$ cat src/sha_pkg.sv
// SHA-256 hasher package: round constants, initial hash values and shared types.
// Used by sha_core and the sha256_byte_stream_hasher top level; no dependencies.
`timescale 1ns / 1ps
`default_nettype none
package sha_pkg;

  localparam int unsigned WORD_W  = 32;
  localparam int unsigned COUNT_W = 61;

  typedef enum logic [2:0] {
    ST_IDLE,
    ST_PAD,
    ST_LOAD,
    ST_ROUND,
    ST_FOLD,
    ST_EMIT
  } state_t;

  typedef struct packed {
    logic start;
  } core_ctrl_t;

  function automatic logic [31:0] round_k(input logic [5:0] i);
    logic [31:0] k;
    unique case (i)
      6'd0:  k = 32'h428a2f98; 6'd1:  k = 32'h71374491; 6'd2:  k = 32'hb5c0fbcf;
      6'd3:  k = 32'he9b5dba5; 6'd4:  k = 32'h3956c25b; 6'd5:  k = 32'h59f111f1;
      6'd6:  k = 32'h923f82a4; 6'd7:  k = 32'hab1c5ed5; 6'd8:  k = 32'hd807aa98;
      6'd9:  k = 32'h12835b01; 6'd10: k = 32'h243185be; 6'd11: k = 32'h550c7dc3;
      6'd12: k = 32'h72be5d74; 6'd13: k = 32'h80deb1fe; 6'd14: k = 32'h9bdc06a7;
      6'd15: k = 32'hc19bf174; 6'd16: k = 32'he49b69c1; 6'd17: k = 32'hefbe4786;
      6'd18: k = 32'h0fc19dc6; 6'd19: k = 32'h240ca1cc; 6'd20: k = 32'h2de92c6f;
      6'd21: k = 32'h4a7484aa; 6'd22: k = 32'h5cb0a9dc; 6'd23: k = 32'h76f988da;
      6'd24: k = 32'h983e5152; 6'd25: k = 32'ha831c66d; 6'd26: k = 32'hb00327c8;
      6'd27: k = 32'hbf597fc7; 6'd28: k = 32'hc6e00bf3; 6'd29: k = 32'hd5a79147;
      6'd30: k = 32'h06ca6351; 6'd31: k = 32'h14292967; 6'd32: k = 32'h27b70a85;
      6'd33: k = 32'h2e1b2138; 6'd34: k = 32'h4d2c6dfc; 6'd35: k = 32'h53380d13;
      6'd36: k = 32'h650a7354; 6'd37: k = 32'h766a0abb; 6'd38: k = 32'h81c2c92e;
      6'd39: k = 32'h92722c85; 6'd40: k = 32'ha2bfe8a1; 6'd41: k = 32'ha81a664b;
      6'd42: k = 32'hc24b8b70; 6'd43: k = 32'hc76c51a3; 6'd44: k = 32'hd192e819;
      6'd45: k = 32'hd6990624; 6'd46: k = 32'hf40e3585; 6'd47: k = 32'h106aa070;
      6'd48: k = 32'h19a4c116; 6'd49: k = 32'h1e376c08; 6'd50: k = 32'h2748774c;
      6'd51: k = 32'h34b0bcb5; 6'd52: k = 32'h391c0cb3; 6'd53: k = 32'h4ed8aa4a;
      6'd54: k = 32'h5b9cca4f; 6'd55: k = 32'h682e6ff3; 6'd56: k = 32'h748f82ee;
      6'd57: k = 32'h78a5636f; 6'd58: k = 32'h84c87814; 6'd59: k = 32'h8cc70208;
      6'd60: k = 32'h90befffa; 6'd61: k = 32'ha4506ceb; 6'd62: k = 32'hbef9a3f7;
      default: k = 32'hc67178f2;
    endcase
    return k;
  endfunction

  function automatic logic [31:0] init_h(input logic [2:0] i);
    logic [31:0] h;
    unique case (i)
      3'd0: h = 32'h6a09e667; 3'd1: h = 32'hbb67ae85;
      3'd2: h = 32'h3c6ef372; 3'd3: h = 32'ha54ff53a;
      3'd4: h = 32'h510e527f; 3'd5: h = 32'h9b05688c;
      3'd6: h = 32'h1f83d9ab; default: h = 32'h5be0cd19;
    endcase
    return h;
  endfunction

  function automatic logic [31:0] ror(input logic [31:0] x, input int unsigned n);
    return (x >> n) | (x << (32 - n));
  endfunction

endpackage
`default_nettype wire

$ cat src/sha_core.sv
// SHA-256 compression unit: one round per cycle over a 16-word schedule window.
// Depends on sha_pkg. Block words arrive through blk; chaining words are kept by the caller.
`timescale 1ns / 1ps
`default_nettype none
module sha_core (
  input  wire logic               clk,
  input  wire logic               rst,
  input  wire sha_pkg::core_ctrl_t ctrl_in,
  input  wire logic [511:0]       blk,
  input  wire logic [255:0]       h_in,
  output logic                    done,
  output logic [255:0]            h_out
);
  logic [31:0] w [16];
  logic [31:0] v [8];
  logic [5:0]  round;
  logic        run;
  logic [31:0] t1, t2, s0, s1, w_new, e, a;

  assign e = v[4];
  assign a = v[0];
  assign t1 = v[7] + (sha_pkg::ror(e, 6) ^ sha_pkg::ror(e, 11) ^ sha_pkg::ror(e, 25))
            + ((e & v[5]) ^ (~e & v[6])) + sha_pkg::round_k(round) + w[0];
  assign t2 = (sha_pkg::ror(a, 2) ^ sha_pkg::ror(a, 13) ^ sha_pkg::ror(a, 22))
            + ((a & v[1]) ^ (a & v[2]) ^ (v[1] & v[2]));
  assign s0 = sha_pkg::ror(w[1], 7) ^ sha_pkg::ror(w[1], 18) ^ (w[1] >> 3);
  assign s1 = sha_pkg::ror(w[14], 17) ^ sha_pkg::ror(w[14], 19) ^ (w[14] >> 10);
  assign w_new = s1 + w[9] + s0 + w[0];

  always_ff @(posedge clk) begin
    if (rst) begin
      run   <= 1'b0;
      round <= '0;
      done  <= 1'b0;
    end else begin
      done <= 1'b0;
      if (ctrl_in.start && !run) begin
        run   <= 1'b1;
        round <= '0;
      end else if (run) begin
        round <= round + 6'd1;
        if (round == 6'd63) begin
          run  <= 1'b0;
          done <= 1'b1;
        end
      end
    end
  end

  always_ff @(posedge clk) begin
    if (ctrl_in.start && !run) begin
      for (int i = 0; i < 16; i++) w[i] <= blk[511 - 32*i -: 32];
      for (int i = 0; i < 8; i++)  v[i] <= h_in[255 - 32*i -: 32];
    end else if (run) begin
      for (int i = 0; i < 15; i++) w[i] <= w[i+1];
      w[15] <= w_new;
      v[7] <= v[6]; v[6] <= v[5]; v[5] <= v[4];
      v[4] <= v[3] + t1;
      v[3] <= v[2]; v[2] <= v[1]; v[1] <= v[0];
      v[0] <= t1 + t2;
    end
  end

  always_comb begin
    for (int i = 0; i < 8; i++) h_out[255 - 32*i -: 32] = v[i];
  end
endmodule
`default_nettype wire

$ cat src/sha256_byte_stream_hasher.sv
// SHA-256 byte-stream hasher, top level: byte intake, padding sequencer, digest output.
// Depends on sha_pkg and sha_core.
`timescale 1ns / 1ps
`default_nettype none
// Usage:
//   s_axis: one item per transfer. tuser = cmd (0 absorb, 1 finish),
//   tdata[7:0] = message byte. m_axis: eight digest words after a finish,
//   tdata = {word_index, digest_word} padded, tlast on word 7.
// Intake: an absorbed byte leaves s_axis_tready high unless it fills the block;
//   then s_axis_tready stays low through the load state, the round state
//   (the rounds, then the done flag) and the fold state. The round unit
//   sets the length of the round state.
// A finish shifts the padding into the block buffer one byte per cycle
//   (no padding bytes when the marker fills the block), runs one compression,
//   and for offsets 56 and above pads a second block and compresses again.
//   It then offers eight words, one per cycle while the receiver takes them;
//   a stall holds the current word and keeps s_axis_tready low.
// Reset (rst, synchronous) restores the initial hash values and clears the
//   byte count; the block buffer is not cleared, every byte is written
//   before it is used.
module sha256_byte_stream_hasher (
  input  wire logic        clk,
  input  wire logic        rst,
  input  wire logic        s_axis_tvalid,
  output logic             s_axis_tready,
  input  wire logic [7:0]  s_axis_tdata,   // message_byte
  input  wire logic        s_axis_tuser,   // cmd
  output logic             m_axis_tvalid,
  input  wire logic        m_axis_tready,
  output logic [39:0]      m_axis_tdata,   // digest_word[31:0], word_index[34:32], zeros
  output logic             m_axis_tlast    // last_word
);
  sha_pkg::state_t state, state_next;
  logic [60:0]  count;
  logic [5:0]   pos;
  logic         finishing, second;
  logic [63:0]  bits;
  logic [255:0] h, h_core;
  logic [511:0] blk;
  logic         core_done;
  logic [2:0]   widx;
  sha_pkg::core_ctrl_t ctrl;
  logic         acc;

  assign acc = s_axis_tvalid && s_axis_tready;
  assign s_axis_tready = (state == sha_pkg::ST_IDLE);
  assign ctrl.start = (state == sha_pkg::ST_LOAD);

  sha_core u_core (
    .clk(clk), .rst(rst), .ctrl_in(ctrl), .blk(blk), .h_in(h),
    .done(core_done), .h_out(h_core)
  );

  always_ff @(posedge clk) begin
    if (rst) state <= sha_pkg::ST_IDLE;
    else     state <= state_next;
  end

  always_comb begin
    state_next = state;
    unique case (state)
      sha_pkg::ST_IDLE:
        if (acc) begin
          if (s_axis_tuser) begin
            if (pos == 6'd63) state_next = sha_pkg::ST_LOAD;
            else state_next = sha_pkg::ST_PAD;
          end else if (pos == 6'd63) state_next = sha_pkg::ST_LOAD;
        end
      sha_pkg::ST_PAD:
        if (pos == 6'd63) state_next = sha_pkg::ST_LOAD;
      sha_pkg::ST_LOAD:  state_next = sha_pkg::ST_ROUND;
      sha_pkg::ST_ROUND: if (core_done) state_next = sha_pkg::ST_FOLD;
      sha_pkg::ST_FOLD:
        if (!finishing) state_next = sha_pkg::ST_IDLE;
        else if (second) state_next = sha_pkg::ST_PAD;
        else state_next = sha_pkg::ST_EMIT;
      sha_pkg::ST_EMIT:
        if (m_axis_tready && widx == 3'd7) state_next = sha_pkg::ST_IDLE;
      default: state_next = sha_pkg::ST_IDLE;
    endcase
  end

  // Bytes shift in at the low end; after 64 shifts the first byte sits at the top.
  always_ff @(posedge clk) begin
    if (rst) begin
      count <= '0; pos <= '0; finishing <= 1'b0; second <= 1'b0; widx <= '0;
      for (int i = 0; i < 8; i++) h[255 - 32*i -: 32] <= sha_pkg::init_h(3'(i));
    end else begin
      unique case (state)
        sha_pkg::ST_IDLE:
          if (acc) begin
            if (s_axis_tuser) begin
              blk       <= {blk[503:0], 8'h80};
              bits      <= {count, 3'b000};
              finishing <= 1'b1;
              second    <= (pos > 6'd55);
              pos       <= pos + 6'd1;
              // 0x80 landed at offset 63: block is full, compress it as is
              if (pos == 6'd63) pos <= 6'd63;
            end else begin
              blk   <= {blk[503:0], s_axis_tdata};
              count <= count + 61'd1;
              if (pos != 6'd63) pos <= pos + 6'd1;
            end
          end
        sha_pkg::ST_PAD: begin
          // zero fill; length bytes go into offsets 56..63 of the final block
          if (!second && pos >= 6'd56) blk <= {blk[503:0], bits[63 - 8*(pos - 6'd56) -: 8]};
          else blk <= {blk[503:0], 8'h00};
          if (pos != 6'd63) pos <= pos + 6'd1;
        end
        sha_pkg::ST_FOLD: begin
          for (int i = 0; i < 8; i++)
            h[255 - 32*i -: 32] <= h[255 - 32*i -: 32] + h_core[255 - 32*i -: 32];
          pos <= '0;
          if (second) second <= 1'b0;
          widx <= '0;
        end
        sha_pkg::ST_EMIT:
          if (m_axis_tready) begin
            widx <= widx + 3'd1;
            if (widx == 3'd7) begin
              finishing <= 1'b0;
              count <= '0;
              for (int i = 0; i < 8; i++) h[255 - 32*i -: 32] <= sha_pkg::init_h(3'(i));
            end
          end
        default: ;
      endcase
    end
  end

  assign m_axis_tvalid = (state == sha_pkg::ST_EMIT);
  assign m_axis_tdata  = {5'b0, widx, h[255 - 32*widx -: 32]};
  assign m_axis_tlast  = (widx == 3'd7);
endmodule
`default_nettype wire

$ cat config.mk
export PLATFORM = sky130hd
export DESIGN_NAME = sha256_byte_stream_hasher
export DESIGN_NICKNAME = d
export VERILOG_FILES = /design/src/sha_pkg.sv /design/src/sha_core.sv /design/src/sha256_byte_stream_hasher.sv
export SDC_FILE = /design/constraint.sdc
export NUM_CORES = 2
export LEC_CHECK = 0
export BUFFER_PORTS_ARGS = -buffer_cell sky130_fd_sc_hd__buf_2
export CAP_MARGIN = 20
export CORE_MARGIN = 1.5
export CORE_UTILIZATION = 45
export CTS_CLUSTER_DIAMETER = 40
export CTS_CLUSTER_SIZE = 30
export DETAILED_ROUTE_END_ITERATION = 12
export MAX_ROUTING_LAYER = met4
export SLEW_MARGIN = 10
export SYNTH_ARGS = -nofsm -noshare
export SYNTH_HDL_FRONTEND = slang
export SYNTH_SLANG_ARGS = --single-unit
$ cat constraint.sdc
create_clock -name clk -period 29.4 [get_ports clk]
set_input_delay 4.41 -clock clk [delete_from_list [all_inputs] [get_ports clk]]
set_output_delay 4.41 -clock clk [all_outputs]
set_load 0.005 [all_outputs]
After elaboration in Yosys (flattened, before gate mapping)
Memory sizes are Yosys's and may differ from the RTL's. A register that Yosys moved wholly into a read port is not among the register bits.
Index checks and enable logic that the tools add are counted.
{ "totals": {"out_inout_bits": 43, "regBits": 912, "n_memories": 3, "ram_bits": 768, "mem_bits_ro": 2048} }
{ "memory_table": {"columns": ["memory", "words", "word_bits", "rd", "rd_ports_with_merged_regs", "wr", "line", "source"], "rows": [
  ["(name not given)", 64, 32, 1, 1, 0, "sha_pkg.sv:25", "unique case (i)"],
  ["u_core.w", 16, 32, 16, 0, 16, "sha_core.sv:14", "logic [31:0] w [16];"],
  ["u_core.v", 8, 32, 8, 0, 8, "sha_core.sv:15", "logic [31:0] v [8];"]
]} }
{ "op_classes": {"n_shift": 2, "n_mux": 71, "bitwise": 53, "magnitude_cmp": 2, "n_reduce_logical": 23, "addsub": 25, "eq_ne": 16} }
{ "op_table": {"columns": ["cell", "count"], "rows": [
  ["512-bit one-hot mux with 2 select lines", 1],
  ["32-bit two-way mux", 24],
  ["32-bit adder", 18],
  ["256-bit two-way mux", 2],
  ["512-bit two-way mux", 1],
  ["256-bit one-hot mux with 2 select lines", 1],
  ["32-bit XOR", 9],
  ["287-bit by 33-bit indexed part select with 32-bit output", 1],
  ["61-bit two-way mux", 4],
  ["32-bit AND", 5],
  ["61-bit one-hot mux with 2 select lines", 1],
  ["71-bit by 33-bit indexed part select with 8-bit output", 1],
  ["61-bit by 1-bit adder with 61-bit output (second input constant)", 1],
  ["6-bit two-way mux", 6],
  ["32-bit NOT", 1],
  ["10-bit by 32-bit bitwise OR with 32-bit output", 1],
  ["13-bit by 32-bit bitwise OR with 32-bit output", 1],
  ["14-bit by 32-bit bitwise OR with 32-bit output", 1],
  ["15-bit by 32-bit bitwise OR with 32-bit output", 1],
  ["19-bit by 32-bit bitwise OR with 32-bit output", 1],
  ["21-bit by 32-bit bitwise OR with 32-bit output", 1],
  ["25-bit by 32-bit bitwise OR with 32-bit output", 1],
  ["26-bit by 32-bit bitwise OR with 32-bit output", 1],
  ["30-bit by 32-bit bitwise OR with 32-bit output", 1],
  ["38 further kinds", 107]
]} }

Depth between registers and ports, before layout
An unclocked memory read counts as a cell.
{ "depth": {"depth_word": 10, "depth_mapped": 28} }

Modules after synthesis
A second synthesis with hierarchy kept.
{ "hier_totals": {"hier_cells": 7863, "hier_area_um2": 92531.2} }
{ "modules_own_cells": {"columns": ["module", "cells_per_inst", "seq_area_each_um2", "n_inst", "area_per_inst_um2"], "rows": [
  ["sha_core", 4193, 23862.9, 1, 49341.1],
  ["sha256_byte_stream_hasher", 3670, 23832.9, 1, 43190.2]
]} }

Worst setup path before layout
No wires, ideal clock.
{ "synth_timing": {"kind": "input to register", "start": "input port rst", "end": "register blk[0] (enable)", "required_ns": 28.001, "path_stages": 5, "arrival_ns": 26.409, "setup_time_ns": 1.399, "path_slack_ns": 1.592, "cell_sequence": "clkbuf_1 clkbuf_1 clkbuf_1 clkbuf_1 nor2_1"} }
{ "synth_via": {"elab_chain_cells": 2} }
{ "synth_rtl": {"columns": ["element", "line", "source"], "rows": [
  ["from (decl)", "sha256_byte_stream_hasher.sv:23", "input wire logic rst,"],
  ["1-bit NOT (no source line)", null, null],
  ["3-bit AND reduction (no source line)", null, null],
  ["to (signal assigned)", "sha256_byte_stream_hasher.sv:93", "blk <= {blk[503:0], 8'h80};"],
  ["to (signal assigned)", "sha256_byte_stream_hasher.sv:101", "blk <= {blk[503:0], s_axis_tdata};"],
  ["to (signal assigned)", "sha256_byte_stream_hasher.sv:108", "if (!second && pos >= 6'd56) blk <= {blk[503:0], bits[63 - 8*(pos - 6'd56) -: 8]};"],
  ["to (decl)", "sha256_byte_stream_hasher.sv:39", "logic [511:0] blk;"]
]} }
Every way passes these cells.
A chain may end at the register's enable or synchronous reset.

==> key figures <==
Timing
  – Worst rel slew slack: 20.1%
  – Setup ws final: 21.19 ns
  – TNS Setup: 0 ns
  – Final worst path period share: 27.9%
  – Min cycle time layout: 8.21 ns
  – Slew @ Worst Pin: 1.20 ns
  – FMAX: 0.122 GHz
  – Endpoints failing hold: 0
  – Slew Viols, Final: 0
  – Setup Skew: 0.0690 ns
  – Setup violators final: 0
  – RSZ-0062 raised after global routing: no

Drt
  – Drt wl/cell: 25.1 um
  – Avg Vias per Cell: 5.78
  – DRT Pass-1 Iters: 6
  – Final wirelength: 272000 um
  – Via count: 62700
  – Initial DRC Count: 6469
  – DR DRC count: 0
  – Antenna Violating Nets Remaining: 0

Setup path
  – Crit Path Max Fanout: 5
  – Reg2reg start: u_core.w[0][1]
  – CP Data Required Time: 30.02 ns
  – Crit start category: flip-flop
  – Setup crit end kind: flip-flop
  – Worst Path Arrival: 8.83 ns
  – Worst path most repeated cell: fa_1
  – WP buf/inv: 2
  – Launch point of the worst path: u_core.w[0][1]
  – Peak per-stage delay on the critical path: 0.73 ns
  – Setup CP Type: flip-flop to flip-flop
  – CP delay by family, top: compound AO/OA/AOI/OAI gates
  – Slowest cell on the critical path: a2111oi_1

Clock network
  – CTS sink count: 1712
  – CTS clock-pin slew for the worst setup and hold paths: 0.06 ns
  – Num CTS Buffers: 309
  – CTS tree: built
  – Post-CTS Hold Buffers: 0
  – Postcts setup bufs: 0
  – Root buffer cell: clkbuf_16
  – Post-CTS sizing: 0
  – H-tree levels: 5
  – Worst-Skew Late Latency: 0.96 ns
  – Longest Clk Path Bufs: 4

Placement
  – Placed insts: 10300
  – Place WS: 20.69 ns
  – Final GP Congestion: 0.971
  – Buffers on Ports: 50
  – DP Area: 95500 um2
  – Final HPWL DP: 190000 um

Die
  – Die area: 208000 um2
  – Die Y: 456 um
  – Chip width: 456 um
  – CORE AREA: 204000 um2
  – Num rows: 166
  – Num ports: 56
  – Initial core utilization: 45.2%

Run
  – Max cap viols: 0

Layout
  – Fill count: 17700
  – Final core utilization: 51.8%
  – Finished Layout Cells: 10800
  – Layout cell share with drive strength beyond 1: 17.1%
  – Fin area: 106000 um2
  – Area grow syn2layout: 14.6%
  – Layout net count: 8514

Logic synthesis
  – Seq/Total Area, Yosys: 51.6%
  – Yosys warnings: 0
  – Synthesized cell area: 92500 um2
  – FF+latch count, synth: 1712
  – Number of synthesized flops with an enable pin: 1341
  – Share of the synthesized area in the top cell type: 43.6%
  – Top FF cell, synth: edfxtp_1
  – Syn avg cell area: 11.8 um2
  – Cell taking the most area after synthesis: edfxtp_1
  – Cells after synthesis: 7836
  – Top cells by area, synth: edfxtp_1 (44%), dfxtp_1 (8.0%), mux2_2 (7.5%)
  – Async SR Flop Fraction: 0%
  – Netlist cell types: 101

Power
  – Pwr dens: 59.7 nW/um2
  – Leak: 38.7 nW
  – Peak supply drop: 69.9 uV

Global routing
  – Overall Global Routing Usage: 26.4%
  – Vias in the first global route: 61400
  – First-pass GRT wire length: 403000 um
  – Initial antenna violation count: 5
  – Pin count of the biggest net entering global routing: 188
  – Grt total ovfl: 0

Hold path
  – Min-delay src: blk[443]
  – Tightest Hold Check Type: flip-flop to flip-flop

Status
  – Status: finished, final reports clean
==> where the power goes <==
group	total (W)	switching, W	internal [W]
combinational	0.0000676	0.0000464	0.0000212
sequential	0.00265	0.0000166	0.00263
clock	0.00360	0.00126	0.00234
==> cell usage in the layout, fill, tap and decap left out, types with 217 or more instances in the layout <==
cell type	count
edfxtp_1	1341
dfxtp_1	367
nand2_1	802
xnor2_1	410
mux2_2	617
nor2_1	431
inv_1	383
ha_1	396
a21oi_1	471
xor2_1	217
o21ai_0	326
clkbuf_16	316
==> cell usage after synthesis (9+ instances only) <==
| library cell | number |
|---|---|
| a21o_1 | 211 |
| a31o_2 | 10 |
| and4_1 | 15 |
| or2_2 | 14 |
| a211oi_1 | 41 |
| xnor2_1 | 411 |
| a21oi_1 | 472 |
| xor2_1 | 217 |
| a2111oi_0 | 11 |
| edfxtp_1 | 1341 |
| o21bai_1 | 54 |
| o21ai_1 | 11 |
| o221ai_1 | 10 |
| o22ai_1 | 87 |
| mux2_2 | 617 |
| or3_1 | 40 |
| and3_1 | 48 |
| o311ai_0 | 11 |
| a311oi_1 | 12 |
| ha_1 | 396 |
| maj3_1 | 22 |
| a22oi_1 | 63 |
| mux2i_1 | 20 |
| nand3_1 | 83 |
| a211o_1 | 14 |
| nor2b_1 | 44 |
| mux4_2 | 79 |
| o21ai_0 | 326 |
| a21boi_0 | 9 |
| nand2b_1 | 141 |
| a31oi_1 | 47 |
| a221oi_1 | 9 |
| o21a_1 | 51 |
| dfxtp_1 | 371 |
| nand4_1 | 37 |
| o211ai_1 | 39 |
| fa_1 | 195 |
| clkbuf_1 | 327 |
| buf_1 | 31 |
| nand2_1 | 804 |
| o31ai_1 | 23 |
| a32oi_1 | 14 |
| nor2_1 | 435 |
| inv_1 | 385 |
| nor3_1 | 74 |
==> final cells by class <==
class | instances | area (um2) | share of cell area (%)
timing repair buffer | 128 | 941 | 0.888
inverter | 387 | 1460 | 1.38
clock inverter | 176 | 2190 | 2.07
antenna | 7 | 17.5 | 0.0165
clock buffer | 369 | 8250 | 7.78
sequential | 1712 | 47700 | 45.0
multi-input combinational | 5372 | 42000 | 39.7
tap | 2688 | 3360 | 3.17
==> stage by stage <==
stage	hold slack, ns	power [W]
finish	0.401	0.00632
global route	0.419	0.00650
CTS	0.405	0.00638
detailed placement	0.430	0.00277
global placement	0.424	0.00277
floorplan	0.422	0.00277
==> worst reg2reg max path: stages (launching register included) <==
cell,delay [ns]
edfxtp_1,0.35
inv_1,0.22
fa_1,0.48
fa_1,0.50
inv_1,0.06
fa_1,0.45
ha_1,0.23
fa_1,0.47
a21oi_1,0.25
o21ai_0,0.18
a2111oi_1,0.73
o31ai_1,0.27
a41oi_1,0.55
o21ai_1,0.22
xor2_1,0.32
fa_1,0.49
ha_1,0.38
and3_1,0.26
nand2_1,0.10
nor4_1,0.28
a21oi_1,0.17
a31oi_1,0.31
a21oi_1,0.17
o21ai_0,0.23
xnor2_1,0.15
a21oi_1,0.08
==> per-layer routing <==
layer | part of all wire [%] | wire, um | global-route usage (%) | vias up
met3 | 7.9 | 21400 | 4.92 | 410
met4 | 3.0 | 8030 | 8.13 | 0
met2 | 43 | 117000 | 37.3 | 2253
met5 | 0 | 0 | - | -
met1 | 46 | 126000 | 38.4 | 31300
li1 | - | - | - | 28800
==> final timing paths <==
kind / endpoint / slack (ns) / cells past startpoint
max: u_core.v[0][31] / 21.19 / 25
max reg2reg: u_core.v[0][31] / 21.19 / 25
min reg2reg: blk[451] / 0.40 / 0
min: blk[451] / 0.40 / 0
==> state kept, by name, indices dropped and copies added, names as in the netlist, named ones only <==
name,flops
u_core.round,6
u_core.run,1
finishing,1
u_core.v,256
u_core.done,1
second,1
pos,6
bits,61
blk,512
u_core.w,512
widx,3
h,256
state,3
count,61
==> cell families after synthesis <==
family                   synth area share (%)
AO/OA/AOI/OAI                            11.0
multiplexers                             9.66
XOR/XNOR                                 5.95
AND/OR/NAND/NOR                          8.86
flip-flops                               51.6
adder cells (fa/ha/maj)                  9.82
other                                 0.00406
buffers and inverters                    3.10
Power figures use the tool's default switching activity.
